<file path="src/hw/rtl/selective_repeat_receive_window_assert.svh">
// assertion macros for the receive window
`ifndef SELECTIVE_REPEAT_RECEIVE_WINDOW_ASSERT_SVH
`define SELECTIVE_REPEAT_RECEIVE_WINDOW_ASSERT_SVH
// implication checked on every rising clock edge outside reset
`define SRRW_ASSERT_IMP(label, ante, cons) \
    label: assert property (@(posedge clk) disable iff (!rst_n) (ante) |-> (cons)) \
        else $error("label failed");
// implication whose consequent is checked in the cycle after the antecedent
`define SRRW_ASSERT_NXT(label, ante, cons) \
    label: assert property (@(posedge clk) disable iff (!rst_n) (ante) |=> (cons)) \
        else $error("label failed");
`endif

</file>
<file path="src/hw/rtl/srrw_pkg.sv">
// shared constants and types for the receive window
package srrw_pkg;
    localparam int WINDOW_MAX = 32;
    localparam int SLOT_W = $clog2(WINDOW_MAX);
    localparam int WIN_W = $clog2(WINDOW_MAX + 1);
    localparam logic [9:0] TEXT_LIMIT = 10'd256;
    localparam logic [9:0] HASH_LIMIT = 10'd128;
    localparam logic [9:0] OFFSET_BYTES = 10'd4;

    localparam logic [2:0] OP_NAME = 3'd0;
    localparam logic [2:0] OP_WINDOW = 3'd1;
    localparam logic [2:0] OP_FSIZE = 3'd2;
    localparam logic [2:0] OP_HASH = 3'd3;
    localparam logic [2:0] OP_START = 3'd4;
    localparam logic [2:0] OP_DATA = 3'd5;
    localparam logic [2:0] OP_STOP = 3'd6;

    localparam logic [1:0] K_ACK = 2'd0;
    localparam logic [1:0] K_NACK = 2'd1;
    localparam logic [1:0] K_DELIVER = 2'd2;

    // request to the modulo unit and its answer
    typedef struct packed {
        logic start;
        logic [31:0] dividend;
        logic [WIN_W-1:0] divisor;
    } mod_req_t;

    typedef struct packed {
        logic done;
        logic [SLOT_W-1:0] rem;
    } mod_rsp_t;
endpackage

</file>
<file path="src/hw/rtl/selective_repeat_receive_window.sv">
// selective-repeat receive window: ack/nack decisions and in-order drain
// an answer word is valid in the cycle after acceptance; in-window data first gets its slot index
// from the shared 32-step serial remainder unit, is then stored, and every slot check of the drain
// goes through the same unit; a new packet is taken only in idle, with no answer word still pending
// reset: asynchronous active low; clears sequence state, flags and slot valid bits
module selective_repeat_receive_window (
    input  logic clk,
    input  logic rst_n,
    input  logic in_valid,
    output logic in_stall,
    input  logic [2:0] opcode,
    input  logic [31:0] seq_num,
    input  logic crc_ok,
    input  logic [9:0] body_len,
    input  logic [15:0] window_request,
    input  logic [7:0] buffer_handle,
    output logic out_valid,
    input  logic out_stall,
    output logic [1:0] kind,
    output logic [31:0] ack_seq,
    output logic [7:0] out_handle,
    output logic [9:0] out_len,
    output logic last
);
    localparam int SW = srrw_pkg::SLOT_W;
    localparam int WW = srrw_pkg::WIN_W;

    typedef enum logic [2:0] {
        S_IDLE, S_IDX, S_STORE, S_DIDX, S_DCHK, S_OUT
    } state_t;

    state_t state_reg;
    logic [31:0] exp_reg;
    logic [WW-1:0] win_reg;
    logic started_reg, open_reg, fin_reg;
    logic [srrw_pkg::WINDOW_MAX-1:0] valid_reg;
    // slot store, read through a registered port
    logic [31:0] mseq [srrw_pkg::WINDOW_MAX];
    logic [9:0] mlen [srrw_pkg::WINDOW_MAX];
    logic [7:0] mhdl [srrw_pkg::WINDOW_MAX];
    logic [31:0] rd_seq_reg;
    logic [9:0] rd_len_reg;
    logic [7:0] rd_hdl_reg;
    logic [SW-1:0] idx_reg;
    // captured packet
    logic [31:0] pseq_reg;
    logic [9:0] plen_reg;
    logic [7:0] phdl_reg;
    // output word
    logic ov_reg;
    logic [1:0] kind_reg;
    logic [31:0] aseq_reg;
    logic [7:0] ohdl_reg;
    logic [9:0] olen_reg;
    logic last_reg;
    // after the word is taken: drain or go idle
    logic drain_reg;

    srrw_pkg::mod_req_t mreq;
    srrw_pkg::mod_rsp_t mrsp;

    srrw_mod u_mod (.clk(clk), .rst_n(rst_n), .req(mreq), .rsp(mrsp));

    logic accept;
    logic taken;
    logic len_txt_bad;
    logic [32:0] win_top;
    logic in_win;
    logic hit;
    logic deliver;

    assign accept = in_valid && !in_stall;
    assign in_stall = (state_reg != S_IDLE) || ov_reg;
    assign taken = ov_reg && !out_stall;
    assign len_txt_bad = (body_len == 10'd0) || (body_len >= srrw_pkg::TEXT_LIMIT);
    assign win_top = {1'b0, exp_reg} + {{(33-WW){1'b0}}, win_reg};
    assign in_win = (seq_num >= exp_reg) && ({1'b0, seq_num} < win_top);
    assign hit = valid_reg[idx_reg] && (rd_seq_reg == exp_reg);
    assign deliver = (rd_len_reg > srrw_pkg::OFFSET_BYTES) && open_reg;

    always_comb
    begin
        mreq.start = 1'b0;
        mreq.dividend = exp_reg;
        mreq.divisor = win_reg;
        if (state_reg == S_IDLE)
        begin
            mreq.dividend = seq_num;
            mreq.start = accept && !fin_reg && crc_ok && opcode == srrw_pkg::OP_DATA
                && started_reg && win_reg != '0
                && body_len >= srrw_pkg::OFFSET_BYTES && in_win;
        end
        else if (state_reg == S_STORE)
            // first drain check starts right after the store
            mreq.start = 1'b1;
        else if (state_reg == S_OUT)
            mreq.start = (!ov_reg || taken) && drain_reg;
    end

    always_ff @(posedge clk)
    begin
        if (state_reg == S_STORE && !valid_reg[idx_reg])
        begin
            mseq[idx_reg] <= pseq_reg;
            mlen[idx_reg] <= plen_reg;
            mhdl[idx_reg] <= phdl_reg;
        end
        rd_seq_reg <= mseq[mrsp.rem];
        rd_len_reg <= mlen[mrsp.rem];
        rd_hdl_reg <= mhdl[mrsp.rem];
        if (accept)
        begin
            pseq_reg <= seq_num;
            plen_reg <= body_len;
            phdl_reg <= buffer_handle;
        end
    end

    always_ff @(posedge clk or negedge rst_n)
    begin
        if (!rst_n)
        begin
            state_reg <= S_IDLE;
            exp_reg <= '0;
            win_reg <= '0;
            started_reg <= 1'b0;
            open_reg <= 1'b0;
            fin_reg <= 1'b0;
            valid_reg <= '0;
            idx_reg <= '0;
            ov_reg <= 1'b0;
            kind_reg <= srrw_pkg::K_ACK;
            aseq_reg <= '0;
            ohdl_reg <= '0;
            olen_reg <= '0;
            last_reg <= 1'b0;
            drain_reg <= 1'b0;
        end
        else
        begin
            if (taken)
                ov_reg <= 1'b0;
            unique case (state_reg)
                S_IDLE:
                begin
                    if (accept && !fin_reg)
                    begin
                        // single-word answer by default
                        ov_reg <= 1'b1;
                        last_reg <= 1'b1;
                        aseq_reg <= seq_num;
                        ohdl_reg <= '0;
                        olen_reg <= '0;
                        kind_reg <= srrw_pkg::K_NACK;
                        drain_reg <= 1'b0;
                        if (!crc_ok)
                            kind_reg <= srrw_pkg::K_NACK;
                        else if (opcode <= srrw_pkg::OP_START)
                        begin
                            if (seq_num > exp_reg)
                                kind_reg <= srrw_pkg::K_NACK;
                            else if (seq_num < exp_reg)
                                kind_reg <= srrw_pkg::K_ACK;
                            else
                            begin
                                case (opcode)
                                    srrw_pkg::OP_NAME:
                                        if (!len_txt_bad)
                                        begin
                                            open_reg <= 1'b1;
                                            kind_reg <= srrw_pkg::K_ACK;
                                            exp_reg <= exp_reg + 32'd1;
                                        end
                                    srrw_pkg::OP_WINDOW:
                                        if (!len_txt_bad && window_request != 16'd0
                                            && window_request <= 16'(srrw_pkg::WINDOW_MAX))
                                        begin
                                            valid_reg <= '0;
                                            win_reg <= WW'(window_request);
                                            kind_reg <= srrw_pkg::K_ACK;
                                            exp_reg <= exp_reg + 32'd1;
                                        end
                                    srrw_pkg::OP_FSIZE:
                                        if (!len_txt_bad)
                                        begin
                                            kind_reg <= srrw_pkg::K_ACK;
                                            exp_reg <= exp_reg + 32'd1;
                                        end
                                    srrw_pkg::OP_HASH:
                                        if (body_len != 10'd0
                                            && body_len < srrw_pkg::HASH_LIMIT)
                                        begin
                                            kind_reg <= srrw_pkg::K_ACK;
                                            exp_reg <= exp_reg + 32'd1;
                                        end
                                    default:
                                    begin
                                        started_reg <= 1'b1;
                                        kind_reg <= srrw_pkg::K_ACK;
                                        exp_reg <= exp_reg + 32'd1;
                                    end
                                endcase
                            end
                        end
                        else if (opcode == srrw_pkg::OP_DATA)
                        begin
                            if (!started_reg || win_reg == '0
                                || body_len < srrw_pkg::OFFSET_BYTES)
                                kind_reg <= srrw_pkg::K_NACK;
                            else if (in_win)
                            begin
                                ov_reg <= 1'b0;
                                state_reg <= S_IDX;
                            end
                            else if (seq_num <= exp_reg)
                                kind_reg <= srrw_pkg::K_ACK;
                            else
                                ov_reg <= 1'b0;
                        end
                        else if (opcode == srrw_pkg::OP_STOP)
                        begin
                            kind_reg <= srrw_pkg::K_ACK;
                            open_reg <= 1'b0;
                            fin_reg <= 1'b1;
                        end
                    end
                end
                S_IDX:
                    if (mrsp.done)
                    begin
                        idx_reg <= mrsp.rem;
                        state_reg <= S_STORE;
                    end
                S_STORE:
                begin
                    valid_reg[idx_reg] <= 1'b1;
                    // the ack word is prepared but not yet sent; last is settled once the drain check is done
                    kind_reg <= srrw_pkg::K_ACK;
                    aseq_reg <= pseq_reg;
                    ohdl_reg <= '0;
                    olen_reg <= '0;
                    drain_reg <= 1'b1;
                    state_reg <= S_DIDX;
                end
                S_DIDX:
                    if (mrsp.done)
                    begin
                        idx_reg <= mrsp.rem;
                        state_reg <= S_DCHK;
                    end
                S_DCHK:
                begin
                    if (hit)
                    begin
                        valid_reg[idx_reg] <= 1'b0;
                        exp_reg <= exp_reg + 32'd1;
                        if (deliver)
                        begin
                            // pending word goes out with last clear
                            ov_reg <= 1'b1;
                            last_reg <= 1'b0;
                            state_reg <= S_OUT;
                        end
                        else
                            state_reg <= S_OUT;
                    end
                    else
                    begin
                        ov_reg <= 1'b1;
                        last_reg <= 1'b1;
                        drain_reg <= 1'b0;
                        state_reg <= S_OUT;
                    end
                end
                S_OUT:
                begin
                    // the pending word is sent when a deliver follows it or when the drain ends
                    if (!ov_reg || taken)
                    begin
                        if (!drain_reg)
                        begin
                            ov_reg <= 1'b0;
                            state_reg <= S_IDLE;
                        end
                        else
                        begin
                            if (kind_reg != srrw_pkg::K_DELIVER && ov_reg == 1'b0
                                && !(rd_len_reg > srrw_pkg::OFFSET_BYTES && open_reg))
                            begin
                                // silent drain: keep the pending word as is
                            end
                            else if (rd_len_reg > srrw_pkg::OFFSET_BYTES && open_reg
                                && (ov_reg || kind_reg != srrw_pkg::K_DELIVER))
                            begin
                                kind_reg <= srrw_pkg::K_DELIVER;
                                aseq_reg <= exp_reg - 32'd1;
                                ohdl_reg <= rd_hdl_reg;
                                olen_reg <= rd_len_reg;
                            end
                            ov_reg <= 1'b0;
                            state_reg <= S_DIDX;
                        end
                    end
                end
                default:
                    state_reg <= S_IDLE;
            endcase
        end
    end

    assign out_valid = ov_reg;
    assign kind = kind_reg;
    assign ack_seq = aseq_reg;
    assign out_handle = ohdl_reg;
    assign out_len = olen_reg;
    assign last = last_reg;

    `include "selective_repeat_receive_window_assert.svh"

    `SRRW_ASSERT_IMP(a_no_accept_busy, state_reg != S_IDLE, in_stall)
    `SRRW_ASSERT_IMP(a_deliver_payload, out_valid && kind == srrw_pkg::K_DELIVER, out_len > srrw_pkg::OFFSET_BYTES)
    `SRRW_ASSERT_NXT(a_finished_sticks, fin_reg, fin_reg)
    `SRRW_ASSERT_IMP(a_window_range, 1'b1, win_reg <= WW'(srrw_pkg::WINDOW_MAX))
endmodule

</file>
<file path="src/hw/rtl/srrw_mod.sv">
// bit-serial remainder of a 32-bit value by the window size
module srrw_mod (
    input  logic clk,
    input  logic rst_n,
    input  srrw_pkg::mod_req_t req,
    output srrw_pkg::mod_rsp_t rsp
);
    logic [31:0] dvd_reg;
    logic [srrw_pkg::WIN_W-1:0] div_reg;
    logic [srrw_pkg::WIN_W:0] rem_reg;
    logic [5:0] cnt_reg;
    logic busy_reg;
    logic done_reg;
    logic [srrw_pkg::WIN_W:0] shifted;
    logic [srrw_pkg::WIN_W:0] rem_next;

    always_comb
    begin
        shifted = {rem_reg[srrw_pkg::WIN_W-1:0], dvd_reg[31]};
        if (shifted >= {1'b0, div_reg})
            rem_next = shifted - {1'b0, div_reg};
        else
            rem_next = shifted;
    end

    always_ff @(posedge clk or negedge rst_n)
    begin
        if (!rst_n)
        begin
            busy_reg <= 1'b0;
            done_reg <= 1'b0;
            cnt_reg <= '0;
        end
        else
        begin
            done_reg <= 1'b0;
            if (req.start)
            begin
                busy_reg <= 1'b1;
                cnt_reg <= 6'd0;
            end
            else if (busy_reg)
            begin
                cnt_reg <= cnt_reg + 6'd1;
                if (cnt_reg == 6'd31)
                begin
                    busy_reg <= 1'b0;
                    done_reg <= 1'b1;
                end
            end
        end
    end

    always_ff @(posedge clk)
    begin
        if (req.start)
        begin
            dvd_reg <= req.dividend;
            div_reg <= req.divisor;
            rem_reg <= '0;
        end
        else if (busy_reg)
        begin
            dvd_reg <= {dvd_reg[30:0], 1'b0};
            rem_reg <= rem_next;
        end
    end

    assign rsp.done = done_reg;
    assign rsp.rem = rem_reg[srrw_pkg::SLOT_W-1:0];
endmodule

</file>
<file path="config.mk">
export PLATFORM = sky130hd
export DESIGN_NAME = selective_repeat_receive_window
export DESIGN_NICKNAME = d
export VERILOG_FILES = /design/src/hw/rtl/srrw_pkg.sv /design/src/hw/rtl/selective_repeat_receive_window.sv /design/src/hw/rtl/srrw_mod.sv
export VERILOG_INCLUDE_DIRS = /design/src /design/src/hw/rtl
export SDC_FILE = /design/constraint.sdc
export NUM_CORES = 2
export LEC_CHECK = 0
export BUFFER_PORTS_ARGS = -buffer_cell sky130_fd_sc_hd__buf_2
export CAP_MARGIN = 30
export CORE_MARGIN = 2
export CORE_UTILIZATION = 44
export CTS_CLUSTER_DIAMETER = 80
export DETAILED_ROUTE_END_ITERATION = 6
export PLACE_DENSITY = 0.62
export SYNTH_ARGS = -nofsm -noshare
export SYNTH_HDL_FRONTEND = slang
export SYNTH_SLANG_ARGS = --single-unit
</file>
<file path="constraint.sdc">
create_clock -name clk -period 16.1 [get_ports clk]
set_input_delay 2.415 -clock clk [delete_from_list [all_inputs] [get_ports clk]]
set_output_delay 2.415 -clock clk [all_outputs]
set_load 0.005 [all_outputs]
</file>
==> Word level (Yosys, flattened, before mapping) <==
Memories as Yosys holds them, arrays and structs flattened. A register that Yosys moved wholly into a read port is not among the register bits.
Index checks and enable logic that the tools add are counted.
{ "totals": {"register_bits": 238, "ramBits": 1600, "input_bits": 74, "word_cells": 274, "memories": 3} }
{ "mem_list": {"columns": ["name", "words", "word_bits", "read_ports", "rd_clocked_by_memory_dff", "write_ports", "line", "source"], "rows": [
  ["mseq", 32, 32, 1, 1, 1, "selective_repeat_receive_window.sv:38", "logic [31:0] mseq [srrw_pkg::WINDOW_MAX];"],
  ["mlen", 32, 10, 1, 1, 1, "selective_repeat_receive_window.sv:39", "logic [9:0] mlen [srrw_pkg::WINDOW_MAX];"],
  ["mhdl", 32, 8, 1, 1, 1, "selective_repeat_receive_window.sv:40", "logic [7:0] mhdl [srrw_pkg::WINDOW_MAX];"]
]} }
{ "classes": {"add_sub_neg": 5, "order_cmp": 15, "n_eq_ne": 41, "mux": 115, "n_bitwise": 9, "n_reduce_logical": 62} }
{ "op_table": {"columns": ["operator", "n"], "rows": [
  ["32-bit 2-to-1 mux", 25],
  ["32-bit case mux with 3 select lines", 3],
  ["32-bit case mux with 2 select lines", 1],
  ["10-bit 2-to-1 mux", 5],
  ["1-bit 2-to-1 mux", 43],
  ["8-bit 2-to-1 mux", 5],
  ["32-bit by 6-bit adder with 33-bit output", 1],
  ["32-bit by 33-bit < comparator with 1-bit output", 1],
  ["32-bit by 1-bit adder with 32-bit output, second input constant", 1],
  ["32-bit AND", 1],
  ["32-bit == test", 1],
  ["32-bit >= comparator", 1],
  ["32-bit greater-than comparator", 1],
  ["32-bit less-or-equal comparator", 1],
  ["32-bit < comparator", 1],
  ["32-bit inverter", 1],
  ["32-bit bitwise OR", 1],
  ["32-bit by 1-bit subtractor with 32-bit output, second input constant", 1],
  ["2-bit inequality test, second input constant", 15],
  ["10-bit case mux with 3 select lines", 1],
  ["3-bit 2-to-1 mux", 9],
  ["9-bit AND reduction", 3],
  ["8-bit case mux with 3 select lines", 1],
  ["2-bit 2-to-1 mux", 11],
  ["other kinds (45)", 113]
]} }

==> Logic depth before layout (Yosys ltp) <==
{ "depth": {"depth_word": 13, "mapped_depth": 21} }

==> Modules after synthesis <==
A second synthesis with hierarchy kept.
{ "hier_totals": {"hier_cells": 3819, "hier_area_um2": 75707.6} }
{ "by_module_without_submodules": {"columns": ["mod", "n_inst", "cells_per_inst", "area_each_um2", "seq_area_each_um2"], "rows": [
  ["selective_repeat_receive_window", 1, 3643, 73261.5, 53951.7],
  ["srrw_mod", 1, 176, 2446.1, 1461.4]
]} }

==> Worst setup path before layout <==
OpenSTA, ideal clock, no wires.
{ "synth_path": {"path_type": "reg-to-reg", "startpoint": "reg idx_reg[0]", "endpoint": "mem mhdl[24][0] (enable)", "setup_time_ns": 0.520, "arrival_time_ns": 5.399, "path_slack_ns": 10.182, "stages_incl_launch_ff": 11, "n_path_buf": 4, "period_less_slack_ns": 5.918, "cell_sequence": "dfrtp_1 -> buf_4 -> buf_2 -> mux2i_1 -> o221ai_1 -> nand3_1 -> o2111ai_1 -> or2_2 -> clkbuf_1 -> clkbuf_1 -> nor3_1"} }
{ "synth_via": {"elab_chain_cells": 6} }
{ "synth_rtl": {"columns": ["element", "line", "source"], "rows": [
  ["start: declaration", "selective_repeat_receive_window.sv:44", "logic [SW-1:0] idx_reg;"],
  ["start signal: assignment", "selective_repeat_receive_window.sv:231", "idx_reg <= mrsp.rem;"],
  ["start signal: assignment", "selective_repeat_receive_window.sv:248", "idx_reg <= mrsp.rem;"],
  ["1-bit binary-select mux with 5-bit select", "selective_repeat_receive_window.sv:102", "if (state_reg == S_STORE && !valid_reg[idx_reg])"],
  ["1-bit 2-to-1 mux (not written as such)", "selective_repeat_receive_window.sv:102", null],
  ["1-bit logical NOT", "selective_repeat_receive_window.sv:102", null],
  ["1-bit logical AND", "selective_repeat_receive_window.sv:102", null],
  ["1-bit 2-to-1 mux", "selective_repeat_receive_window.sv:102", null],
  ["1-bit 2-to-1 mux (not written as such)", "selective_repeat_receive_window.sv:106", "mhdl[idx_reg] <= phdl_reg;"],
  ["end: declaration", "selective_repeat_receive_window.sv:40", null]
]} }
Parallel ways exist; a longest one is shown, timed or not. The select of a mux whose other input is x is not followed.

==> Worst setup path after layout <==
{ "layout_path": {"startpoint": "reg exp_reg[0]", "endpoint": "reg u_mod.dvd_reg[11] (enable)"} }
{ "layout_via": {"elab_chain_cells": 6, "word_cells_on_any_way": 7} }
{ "layout_rtl": {"columns": ["element", "line", "source"], "rows": [
  ["start: declaration", "selective_repeat_receive_window.sv:33", "logic [31:0] exp_reg;"],
  ["start signal: assignment", "selective_repeat_receive_window.sv:172", "exp_reg <= exp_reg + 32'd1;"],
  ["start signal: assignment", "selective_repeat_receive_window.sv:181", "exp_reg <= exp_reg + 32'd1;"],
  ["start signal: assignment", "selective_repeat_receive_window.sv:187", "exp_reg <= exp_reg + 32'd1;"],
  ["32-bit by 6-bit adder with 33-bit output", "selective_repeat_receive_window.sv:76", "assign win_top = {1'b0, exp_reg} + {{(33-WW){1'b0}}, win_reg};"],
  ["32-bit by 33-bit < comparator with 1-bit output", "selective_repeat_receive_window.sv:77", "assign in_win = (seq_num >= exp_reg) && ({1'b0, seq_num} < win_top);"],
  ["1-bit logical AND (*)", "selective_repeat_receive_window.sv:77", null],
  ["1-bit logical AND (*)", "selective_repeat_receive_window.sv:91", "&& body_len >= srrw_pkg::OFFSET_BYTES && in_win;"],
  ["1-bit 2-to-1 mux (*)", "selective_repeat_receive_window.sv:86", "if (state_reg == S_IDLE)"],
  ["2-bit nonzero test (no line) (*)", null, null],
  ["end signal: assignment", "srrw_mod.sv:58", "dvd_reg <= req.dividend;"],
  ["end signal: assignment", "srrw_mod.sv:64", "dvd_reg <= {dvd_reg[30:0], 1'b0};"],
  ["end: declaration", "srrw_mod.sv:8", "logic [31:0] dvd_reg;"]
]} }
Every way passes the cells marked *; elsewhere a longest branch is shown, timed or not.
A chain may end at the register's enable or synchronous reset.

==> qor.yml <==
hp-start: "rd_hdl_reg[6]$_DFF_P_"
worst-endpoint-required_ns: 16.50
hold_viol_final: 0
cts_tree: "built"
num_io_pins: 129
synthFlopType: "edfxtp_1"
cts-root-buf: "clkbuf_16"
min_path_type: "register to register"
r2r_end: "u_mod.dvd_reg[11]$_DFFE_PP_"
slowest_stage: "a21oi_1"
critPathMaxStageDelay_ns: 0.87
critPathCapture: "u_mod.dvd_reg[11]$_DFFE_PP_"
ir_worst_vdd_uv: 83.7
arrival_ns: 7.40
drt.antenna.violating_nets: 0
period_needed_ns: 7.00
wl_per_cell_um: 31.9
io_buffer_count: 128
finalWirelength_um: 212000
crit_fanout: 66
grtUsageMet1: 0.341
r2r_slack_ns: 9.10
top_usage_layer: "met2"
p_leak_nw: 28.2
postCtsHoldBufs: 0
synth_warnings: 0
finalCritPeriodShare: 0.435
tns_ns: 0
place_congestion: 0.901
met3_usage: 0.0338
p_per_area_nw_per_um2: 119
ys_types: 78
clockBufferDepth: 3
netlist_top_cells_count: "edfxtp_1 (1688), mux4_2 (500), nor2_1 (186)"
avgSynthCellArea_um2: 19.4
clock_latency_ns: 0.84
drcViolationCount: 0
die_y_um: 419
status: "completed"
synth_edf_count: 1688
syn_area_um2: 75900
setup_viol: 0
cts_made_buffers: 191
vias: 40056
fmax_ghz: 0.143
fin_ws_ns: 9.10
clkSinkCount: 1888
grtUsageTotal: 0.241
syn-instance-count: 3907
crit_path_start_kind: "register"
grt_pass1_wl_um: 298000
grt_pass1_vias: 39381
fin_skew_ns: 0.0657
relSlewSlack: 0.276
crit_type: "register to register"
path_cells: "ha_1, inv_1, fa_1, nor2b_1, o31a_1, o21ai_1, a21oi_1, nand3_1, xnor2_1, ha_1, a21o_1, a31oi_1, o211ai_1, a311o_1, a21oi_1, o21ai_4, buf_4, nand2_1, or2_2"
cap_violations: 0
dr.pass1.iters: 6
drive_gt1_frac: 0.274
gr-total-overflow: 0
synth_top_area_share: 0.668
final_nets: 4300
synthToLayoutAreaGrowth_pct: 14.6
largest_reg_flops: 1024
drtIter0Drc: 5313
cp-end-kind: "register"
dieWidth_um: 419
cts_setup_buffers: 0
syn_nets: 4063
place_ws_ns: 9.10
die_area_um2: 176000
fillers: 13766
grtUsageMet2: 0.394
grt_start_max_net_pins: 128
cts_htree_levels: 4
seq_area_frac_synth: 0.730
slew_violations: 0
synth.area.top_cells: "edfxtp_1 (67%), mux4_2 (15%), dfrtp_1 (4.7%), dfxtp_1 (1.5%), ha_1 (1.3%)"
post_drt_via_cell_ratio: 6.04
tightest_slew_ns: 1.09
crit_start: "exp_reg[0]$_DFFE_PN0P_"
cts_resized: 0
post-dp-hpwl_um: 120000
clkSlewWorstSetupHoldPaths_ns: 0.06
r2r_start: "exp_reg[0]$_DFFE_PN0P_"
synth_area_leader_cell: "edfxtp_1"
initial_core_util: 0.442
rsz0062_at_grt: "false"
reg2regPathDepth: 19
synth_seq_cells: 1888
top_regs: "mseq: 1024 flops, mlen: 320 flops, mhdl: 256 flops"
async_reset_ff_frac: 0.0763
top_register: "mseq"
antenna_found_initial: 14
num_rows: 152
core_um2: 172000
yosysMostFrequentCell: "edfxtp_1"
[worst min-delay path by stage]
stage	end	slack, ns	cells after the start
floorplan	out_handle[0]$_DFFE_PN0P_	0.41	2
global placement	out_handle[3]$_DFFE_PN0P_	0.43	2
detailed placement	out_handle[5]$_DFFE_PN0P_	0.44	2
CTS	out_handle[3]$_DFFE_PN0P_	0.45	2
global route	out_handle[6]$_DFFE_PN0P_	0.47	2
finish	out_handle[6]$_DFFE_PN0P_	0.44	2
[critical path, delay by kind of cell (launching register included)]
family / cells / cell delay, ns
AO/OA/AOI/OAI: 9 / 2.59
XOR/XNOR: 1 / 0.17
adder cells (fa/ha/maj): 3 / 0.93
buffers and inverters: 2 / 0.37
flip-flops: 1 / 0.64
AND/OR/NAND/NOR: 4 / 1.86
[through the flow]
| step | area (um^2) | utilization | hold WS [ns] | std cells | total power (W) |
|---|---|---|---|---|---|
| after global placement | 79600 | 0.464 | 0.427 | 6223 | 0.00594 |
| after global routing | 87000 | 0.507 | 0.465 | 6627 | 0.0106 |
| after detailed placement | 80200 | 0.467 | 0.439 | 6245 | 0.00597 |
| after floorplan | 75900 | - | 0.414 | 3907 | 0.00571 |
| final | 87000 | 0.507 | 0.440 | 6633 | 0.0103 |
| after CTS | 86500 | 0.504 | 0.451 | 6607 | 0.0104 |
[cell families (layout without fill, tap and decap cells)]
kind of cell,Yosys count,count (layout),synth area share
AO/OA/AOI/OAI,338,338,0.0285
XOR/XNOR,130,130,0.0150
adder cells (fa/ha/maj),82,82,0.0137
buffers and inverters,283,689,0.0143
flip-flops,1888,1888,0.730
multiplexers,583,583,0.161
other,0,10,0
AND/OR/NAND/NOR,603,603,0.0377
[layout by cell type, fill, tap and decap left out, types with 91 or more instances in the layout]
cell / instances
buf_4: 100
buf_2: 127
o21ai_0: 100
edfxtp_1: 1688
nand2_1: 148
clkbuf_16: 192
xnor2_1: 91
nor2_1: 185
dfrtp_1: 144
mux4_2: 500
[power breakdown]
part | switching [W] | total [W] | internal, W
registers | 0.000120 | 0.00556 | 0.00544
clock network | 0.00193 | 0.00444 | 0.00251
logic | 0.000213 | 0.000331 | 0.000118
total | 0.00226 | 0.0103 | 0.00806
[routing by layer]
| metal | vias up | share of wire |
|---|---|---|
| li1 | 16433 | - |
| met1 | 21583 | 0.41 |
| met2 | 1725 | 0.49 |
| met3 | 311 | 0.076 |
| met4 | 4 | 0.027 |
| met5 | - | 0.00012 |
[area by class of cell]
| class | count | area (um^2) | area share |
|---|---|---|---|
| Sequential cell | 1888 | 55400 | 0.637 |
| Multi-Input combinational cell | 1736 | 19600 | 0.226 |
| Clock buffer | 257 | 5270 | 0.0606 |
| Tap cell | 2310 | 2890 | 0.0332 |
| Timing Repair Buffer | 268 | 2440 | 0.0281 |
| Clock inverter | 105 | 1060 | 0.0122 |
| Inverter | 59 | 221 | 0.00255 |
| Antenna cell | 10 | 25.0 | 0.000288 |
Power figures use the tool's default switching activity.
